$ cat config.mk
export PLATFORM = sky130hd
export DESIGN_NAME = imucf_isqrt
export DESIGN_NICKNAME = d
export VERILOG_FILES = /design/src/rtl/core/imucf_pkg.sv /design/src/rtl/core/imucf_isqrt.sv
export SDC_FILE = /design/constraint.sdc
export NUM_CORES = 1
export LEC_CHECK = 0
export BUFFER_PORTS_ARGS = -buffer_cell sky130_fd_sc_hd__buf_2
export CAP_MARGIN = 20
export CELL_PAD_IN_SITES_DETAIL_PLACEMENT = 1
export CELL_PAD_IN_SITES_GLOBAL_PLACEMENT = 2
export CORE_UTILIZATION = 39
export CTS_CLUSTER_DIAMETER = 120
export DETAILED_ROUTE_END_ITERATION = 7
export PLACE_DENSITY = 0.81
export SLEW_MARGIN = 20
export SYNTH_ARGS = -nofsm -noshare
export SYNTH_HDL_FRONTEND = slang
export SYNTH_SLANG_ARGS = --single-unit
export TNS_END_PERCENT = 100
$ cat constraint.sdc
create_clock -name clk -period 7.56 [get_ports clk]
set_input_delay 0 -clock clk [delete_from_list [all_inputs] [get_ports clk]]
set_output_delay 0 -clock clk [all_outputs]
set_load 0.02 [all_outputs]
$ cat src/rtl/core/imucf_pkg.sv
`default_nettype none
package imucf_pkg;

  localparam int unsigned TAB_LEN = 24;
  localparam logic signed [31:0] PI_Q16 = 32'sd205887;

  typedef enum logic [1:0] {
    REG_RATE_GAIN  = 2'd0,
    REG_STEP_GAIN  = 2'd1,
    REG_BLEND      = 2'd2,
    REG_LIMIT      = 2'd3
  } reg_idx_t;

  typedef enum logic [2:0] {
    ST_IDLE,
    ST_SQRT,
    ST_CORDIC,
    ST_BLEND,
    ST_OUT
  } state_t;

  typedef struct packed {
    logic start;
    logic busy;
    logic done;
  } lane_ctl_t;

  function automatic logic signed [31:0] atan_tab(input logic [4:0] i);
    logic signed [31:0] v;
    case (i)
      5'd0: v = 32'sd51472;
      5'd1: v = 32'sd30385;
      5'd2: v = 32'sd16055;
      5'd3: v = 32'sd8150;
      5'd4: v = 32'sd4091;
      5'd5: v = 32'sd2047;
      5'd6: v = 32'sd1024;
      5'd7: v = 32'sd512;
      5'd8: v = 32'sd256;
      5'd9: v = 32'sd128;
      5'd10: v = 32'sd64;
      5'd11: v = 32'sd32;
      5'd12: v = 32'sd16;
      5'd13: v = 32'sd8;
      5'd14: v = 32'sd4;
      5'd15: v = 32'sd2;
      5'd16: v = 32'sd1;
      default: v = 32'sd0;
    endcase
    return v;
  endfunction

  function automatic logic signed [31:0] sat32(input logic signed [63:0] v);
    logic signed [31:0] r;
    if (v > 64'sh7FFFFFFF) r = 32'sh7FFFFFFF;
    else if (v < -64'sh80000000) r = 32'sh80000000;
    else r = v[31:0];
    return r;
  endfunction

endpackage
`default_nettype wire

$ cat src/rtl/core/imucf_isqrt.sv
`default_nettype none
module imucf_isqrt (
  input  wire logic        clk,
  input  wire logic        rst,
  input  wire logic        start,
  input  wire logic [33:0] value,
  output imucf_pkg::lane_ctl_t ctl,
  output logic [16:0]      root
);
  logic [33:0] rem;
  logic [33:0] res;
  logic [33:0] bitv;
  logic        busy;
  logic        done;
  logic [33:0] trial;

  assign trial = res + bitv;

  always_ff @(posedge clk) begin
    if (rst) begin
      busy <= 1'b0;
      done <= 1'b0;
    end else begin
      done <= 1'b0;
      if (start) begin
        busy <= 1'b1;
        rem  <= value;
        res  <= '0;
        bitv <= 34'h1 << 32;
      end else if (busy) begin
        if (rem >= trial) begin
          rem <= rem - trial;
          res <= (res >> 1) + bitv;
        end else begin
          res <= res >> 1;
        end
        bitv <= bitv >> 2;
        if (bitv[0]) begin
          busy <= 1'b0;
          done <= 1'b1;
        end
      end
    end
  end

  assign root = res[16:0];
  assign ctl.start = start;
  assign ctl.busy = busy;
  assign ctl.done = done;

  property p_done_after_busy;
    @(posedge clk) disable iff (rst) done |-> $past(busy);
  endproperty
  a_done_after_busy: assert property (p_done_after_busy) else $error("root done w/o busy");
  a_not_both: assert property (@(posedge clk) disable iff (rst) !(done && busy))
    else $error("root done while busy");
  a_root_range: assert property (@(posedge clk) disable iff (rst) done |-> res[33:17] == '0)
    else $error("root too wide");
endmodule
`default_nettype wire

==> metrics.csv, run 1 <==
metric,value,unit
simple-gate area share of the yosys netlist,17.26,%
layout cell share with drive strength beyond 1,10.31,%
TNS Setup,0,ns
leak pwr,3.282,nW
synth warn,0,
Layout Area Growth over Synthesis,12.95,%
worst hold path type,in -> reg,
GRT Resource Usage Total,23.08,%
multiplexer area fraction after synthesis,1.111,%
"EDFF count, synth",85,
Initial Util,40.42,%
root buffer cell,clkbuf_16,
die height,142.2,um
clock-pin slew on the worst setup and hold paths,0.07,ns
DR DRC count,0,
Antenna diodes,0,
die area,20210,sq um
number of global-route vias before repair,6931,
# clock sinks,87,
WP buf/inv,1,
fmax,169.8,MHz
gr ovfl total,0,
TritonCTS clock tree,yes,
Critical Path RT,7.67,ns
crit-path cells,ha_1 -> a211oi_1 -> a2111oi_0 -> nor3_1 -> o21ai_1 -> a221oi_1 -> o21ai_0 -> xnor2_1 -> ha_1 -> a21o_1 -> a2111o_1 -> a2111oi_2 -> o21ai_2 -> a21oi_2 -> nor2_2 -> buf_4 -> o21ai_1 -> mux2_1,
post-route minimum period,5.889,ns
Worst VDD drop,0.1288,mV
hold slack,-0.003198,ns
violated checks,negative hold slack,
Final Wtd Congestion,0.8522,
XOR/XNOR share of the synthesized area,9.260,%
Starting DRT DRC Count,307,
chip width,142.2,um
"count leader, synth",nand2_1,
post-synth top area share,33.32,%
final hold vios,1,
ys async rst share,0,%
CP max FO,39,
Synth Instances,862,
clock latency at the later pin of the worst-skew pair,0.36,ns
WP data arrival,6.00,ns
main flop type after synthesis,edfxtp_1,
"Slew Viols, Final",0,
DRT Pass-1 Iters,4,
RSZ-0062 raised after global routing,no,
slowest CP cell,a221oi_1,
Post-DRT Antenna Nets,0,
"delay-heaviest family, CP",compound AO/OA/AOI/OAI gates,
crit path kind,reg -> reg,
total wire length,22.23,mm
hpwl dp,16.66,mm
slew at the pin closest to its max-slew limit,0.8301,ns
row count,50,
Synth Cell Area,7661,sq um
vias,6649,
TritonCTS buffer count,9,
Compound-Gate Fraction of Synth Area,22.26,%
number of port buffers,56,
Setup Skew,0.008093,ns
Synth top cells by count,"nand2_1 (89), edfxtp_1 (85), ha_1 (70)",
largest net degree at the start of global routing,67,
Synth area leader,edfxtp_1,
"Seq/Total Area, Yosys",33.84,%
status,"complete, but fails checks",
first-pass GRT wire length,36.47,mm
max-cap viol count,0,
register bit total from synthesis,87,
Syn Area/Cell,8.888,sq um
initial antenna violation count,0,
Boundary Pins,57,
Worst Setup End Kind,register,
H-tree levels,3,
type of origin of the critical path,register,
Power Density,243.9,nW/um^2
Max stage delay on crit path,0.58,ns
Final period util,77.89,%
Rel. slew slack,44.32,%
largest family of logic cells by synthesized area,compound AO/OA/AOI/OAI gates,
adder-cell share of the synthesized area,11.69,%
count of cell types in the netlist,66,
Core Region,18960,sq um
vias per inst,5.630,
syn nets,970,
Final nets,1024,
CTS max path bufs,2,
final setup vio count,0,
drt wl/cell,18.82,um
Reg2Reg Setup Slack,1.67,ns
top post-synthesis cells by area,"edfxtp_1 (33%), ha_1 (11%), xnor2_1 (4.8%)",
flip-flops by register name, indices dropped and copies added, names as in the netlist:
name and count:
bitv 17, busy 1, done 1, rem 34
res 34
metal layers:
layer / vias to the layer above / part of all wire (%) / global-route usage [%]
met1: 3235 / 51 / 32.40
met3: 15 / 2.6 / 2.254
li1: 3314 / - / -
met2: 85 / 46 / 37.69
met4: 0 / 1.1 / 6.338
met5: - / 0 / 0
through the flow:
| step | instances | setup slack [ns] | instance area (sq um) | total power, W | utilization (%) |
|---|---|---|---|---|---|
| CTS | 1181 | 1.651 | 8653 | 0.002117 | 45.65 |
| floorplan | 862 | 1.532 | 7661 | 0.001400 | - |
| finish | 1181 | 1.671 | 8653 | 0.002111 | 45.65 |
| global placement | 1134 | 1.831 | 8054 | 0.001606 | 42.49 |
| global route | 1181 | 1.179 | 8653 | 0.002248 | 45.65 |
| detailed placement | 1134 | 1.673 | 8054 | 0.001635 | 42.49 |
worst paths after layout:
| check | end | cells after the start | start |
|---|---|---|---|
| setup / recovery | res[29] | 18 | res[4] |
| hold / removal | rem[17] | 3 | value[17] |
| setup reg to reg | res[29] | 18 | res[4] |
| hold reg to reg | done | 1 | busy |
cell usage in the layout, fill, tap and decap left out, drive strengths merged, types with 5 or more instances in the layout:
| cell | synthesis | layout |
|---|---|---|
| buf | 26 | 61 |
| a31o | 13 | 13 |
| nor4 | 5 | 5 |
| inv | 20 | 21 |
| o21bai | 13 | 13 |
| ha | 70 | 70 |
| o211ai | 8 | 8 |
| a31oi | 31 | 31 |
| nand3 | 20 | 20 |
| nand4 | 15 | 15 |
| nor2 | 70 | 70 |
| nor2b | 26 | 26 |
| nor3 | 21 | 21 |
| nand2 | 89 | 89 |
| and3 | 7 | 7 |
| clkbuf | 23 | 10 |
| nor3b | 5 | 5 |
| a21o | 16 | 16 |
| o21ai | 67 | 67 |
| a21oi | 58 | 58 |
| dlygate4sd3 | 0 | 31 |
| edfxtp | 85 | 85 |
| a211oi | 26 | 26 |
| xor2 | 39 | 39 |
| xnor2 | 42 | 42 |
cell families after synthesis:
| group | after synthesis |
|---|---|
| DFF | 87 |
| buffers and inverters | 70 |
| and+or+nand+nor | 279 |
| muxes | 8 |
| AOI/OAI and AO/OA | 266 |
| xor gates and xnor gates | 81 |
| adders and majority gates | 71 |
report_power, final:
part	leakage (nW)	internal, W	switching (W)
clock network	0.140	0.000256	0.000208
registers	0.832	0.000613	0.0000571
logic	2.31	0.000384	0.000592
tightest hold or removal path: stages:
cell     delay (ns)
buf_2          0.08
nand2_1        0.04
o21ai_0        0.11
layout make-up:
type	instances	area, sq um
clock buffers	10	229.0
clock inverters	6	60.06
fillers	2244	10300
inverters	21	78.83
multi-input cells	705	4737
flip-flops and latches	87	2592
well taps	260	325.3
repair buffers	92	630.6
repair_timing:
item                      CTS  global route
hold buffers               31             0
gates resized for setup     0             0
hold endpoints to repair   32             0
buffers inserted            0             0
(Power assumes the default switching activity.)
==> run 2: changes to the inputs <==
==> constraint.sdc (replaced) <==
create_clock -name clk -period 5.95 [get_ports clk]
set_input_delay 0 -clock clk [delete_from_list [all_inputs] [get_ports clk]]
set_output_delay 0 -clock clk [all_outputs]
set_load 0.02 [all_outputs]
==> run 2 against run 1 <==
  * Sequential share of layout area about the same
  * Largest cell class unchanged
  * Critical endpoint is now rem[21]
  * Clock power up 19%
  * Register-to-register slack worse by 1.2 ns
  * Worst hold slack better by 0.0076 ns
  * The flow now finishes without violations
==> metrics.csv, run 2 (synthesized netlist as in run 1, its figures left out) <==
metric,value,unit
final setup vio count,0,
TritonCTS clock tree,yes,
total wire length,22.92,mm
Regs by FF count,"rem x34, res x34, bitv x17",
first-pass GRT wire length,36.90,mm
Worst VDD drop,0.1577,mV
"leading cell type in the layout, fill and taps excluded",nand2_1,
"Slew Viols, Final",0,
Power Density,309.1,nW/um^2
GRT Resource Usage Total,23.51,%
die height,142.2,um
Setup Skew,0.009594,ns
WP data arrival,5.52,ns
initial antenna violation count,0,
slew at the pin closest to its max-slew limit,0.8575,ns
placed instance count,1137,
RR Startpoint,res[14],
Boundary Pins,57,
Layout Area Growth over Synthesis,13.05,%
CP max FO,34,
Critical Path Start,res[14],
Non-Filler Instances,1182,
fmax,182.8,MHz
status,"finished, final reports clean",
gr ovfl total,0,
largest net degree at the start of global routing,68,
vias,6730,
clock-pin slew on the worst setup and hold paths,0.07,ns
DR DRC count,0,
hold slack,0.004405,ns
Final Worst Setup Slack,0.4787,ns
crit path kind,reg -> reg,
Starting DRT DRC Count,451,
post-route cell area,8661,sq um
Initial Util,40.42,%
final-layout fill cell count,2245,
drt wl/cell,19.39,um
chip width,142.2,um
Rel. slew slack,42.48,%
max-cap viol count,0,
Area after DPL,8089,sq um
CP Capture Point,rem[21],
# clock sinks,87,
TritonCTS buffer count,9,
leak pwr,3.285,nW
vias per inst,5.694,
TNS Setup,0,ns
post-route minimum period,5.471,ns
RR Endpoint,rem[21],
hpwl dp,17.15,mm
Final period util,91.95,%
Worst Setup End Kind,register,
most frequent cells in the layout,"nand2_1 (89), edfxtp_1 (85), ha_1 (70)",
"worst slack, placed",0.1503,ns
Post-DRT Antenna Nets,0,
post-CTS setup repair buffer count,0,
Reg2Reg Depth,19,
root buffer cell,clkbuf_16,
H-tree levels,3,
RSZ-0062 raised after global routing,no,
number of global-route vias before repair,7035,
CTS max path bufs,2,
number of port buffers,56,
die area,20210,sq um
Final nets,1025,
layout cell share with drive strength beyond 1,10.74,%
Critical Path RT,6.00,ns
Reg2Reg Setup Slack,0.48,ns
Core Region,18960,sq um
row count,50,
type of origin of the critical path,register,
clock latency at the later pin of the worst-skew pair,0.36,ns
DRT Pass-1 Iters,5,
final hold vios,0,
Final Wtd Congestion,0.9000,
worst hold path type,in -> reg,
Antenna diodes,0,
[run 2: cell types whose count changed in the layout (fill, tap and decap cells not counted), moves of 2 or more]
cell and change:
dlygate4sd3_1 -2, a2111oi_0 -2, buf_4 +2, a2111oi_1 +2, clkinv_4 +2
[run 2: worst min path at each step]
stage	from	to	slack [ns]	cells past startpoint
2_1_floorplan	rst	busy	0.08	1
3_3_place_gp	rst	busy	0.23	2
3_5_place_dp	rst	busy	0.24	2
4_1_cts	value[17]	rem[17]	0.002	3
5_1_grt	value[32]	rem[32]	0.03	3
6_report	value[17]	rem[17]	0.004	3
[run 2: report_power, final]
group	internal, W	switching [W]
combinational	0.000501	0.000775
sequential	0.000779	0.0000719
clock	0.000284	0.000266
[run 2: layer usage]
layer	GRT usage, %	vias up	wire length [um]
met2	37.87	122	10430
met5	0	-	0
li1	-	3308	-
met1	32.43	3269	11330
met4	9.168	0	482
met3	2.254	31	673
[run 2: final cells by class]
type | count | area (sq um) | area share, %
clock inverter | 5 | 35.03 | 0.4045
clock buffer | 11 | 232.7 | 2.687
multi-input combinational | 705 | 4751 | 54.85
sequential | 87 | 2592 | 29.93
timing repair buffer | 93 | 645.6 | 7.454
inverter | 21 | 78.83 | 0.9101
tap | 260 | 325.3 | 3.756
[run 2: what timing repair did]
item,in CTS,in global routing
resized for setup,0,4
setup endpoints to repair,0,61
hold buffers,29,0
endpoints found under the hold margin,30,0
[run 2: stage by stage]
stage / total power (W) / utilization [%]
floorplan: 0.001779 / -
global placement: 0.002059 / 42.67
detailed placement: 0.002106 / 42.67
CTS: 0.002680 / 45.62
global route: 0.002850 / 45.69
finish: 0.002677 / 45.69
[run 2: worst max-delay path, cell delays in order, from the launching register on]
cell and delay [ns]:
edfxtp_1 0.53, ha_1 0.45, nand4_1 0.14, or2_1 0.29, nor2_1 0.13, a21oi_1 0.13
a211oi_1 0.50, o21bai_1 0.12, a21bo_2 0.23, xor2_1 0.18, ha_1 0.46, and3_1 0.27
o21a_1 0.16, nor2_1 0.04, nor4_1 0.36, a21oi_2 0.15, buf_4 0.21, or2_1 0.32
a21boi_4 0.21, buf_12 0.26
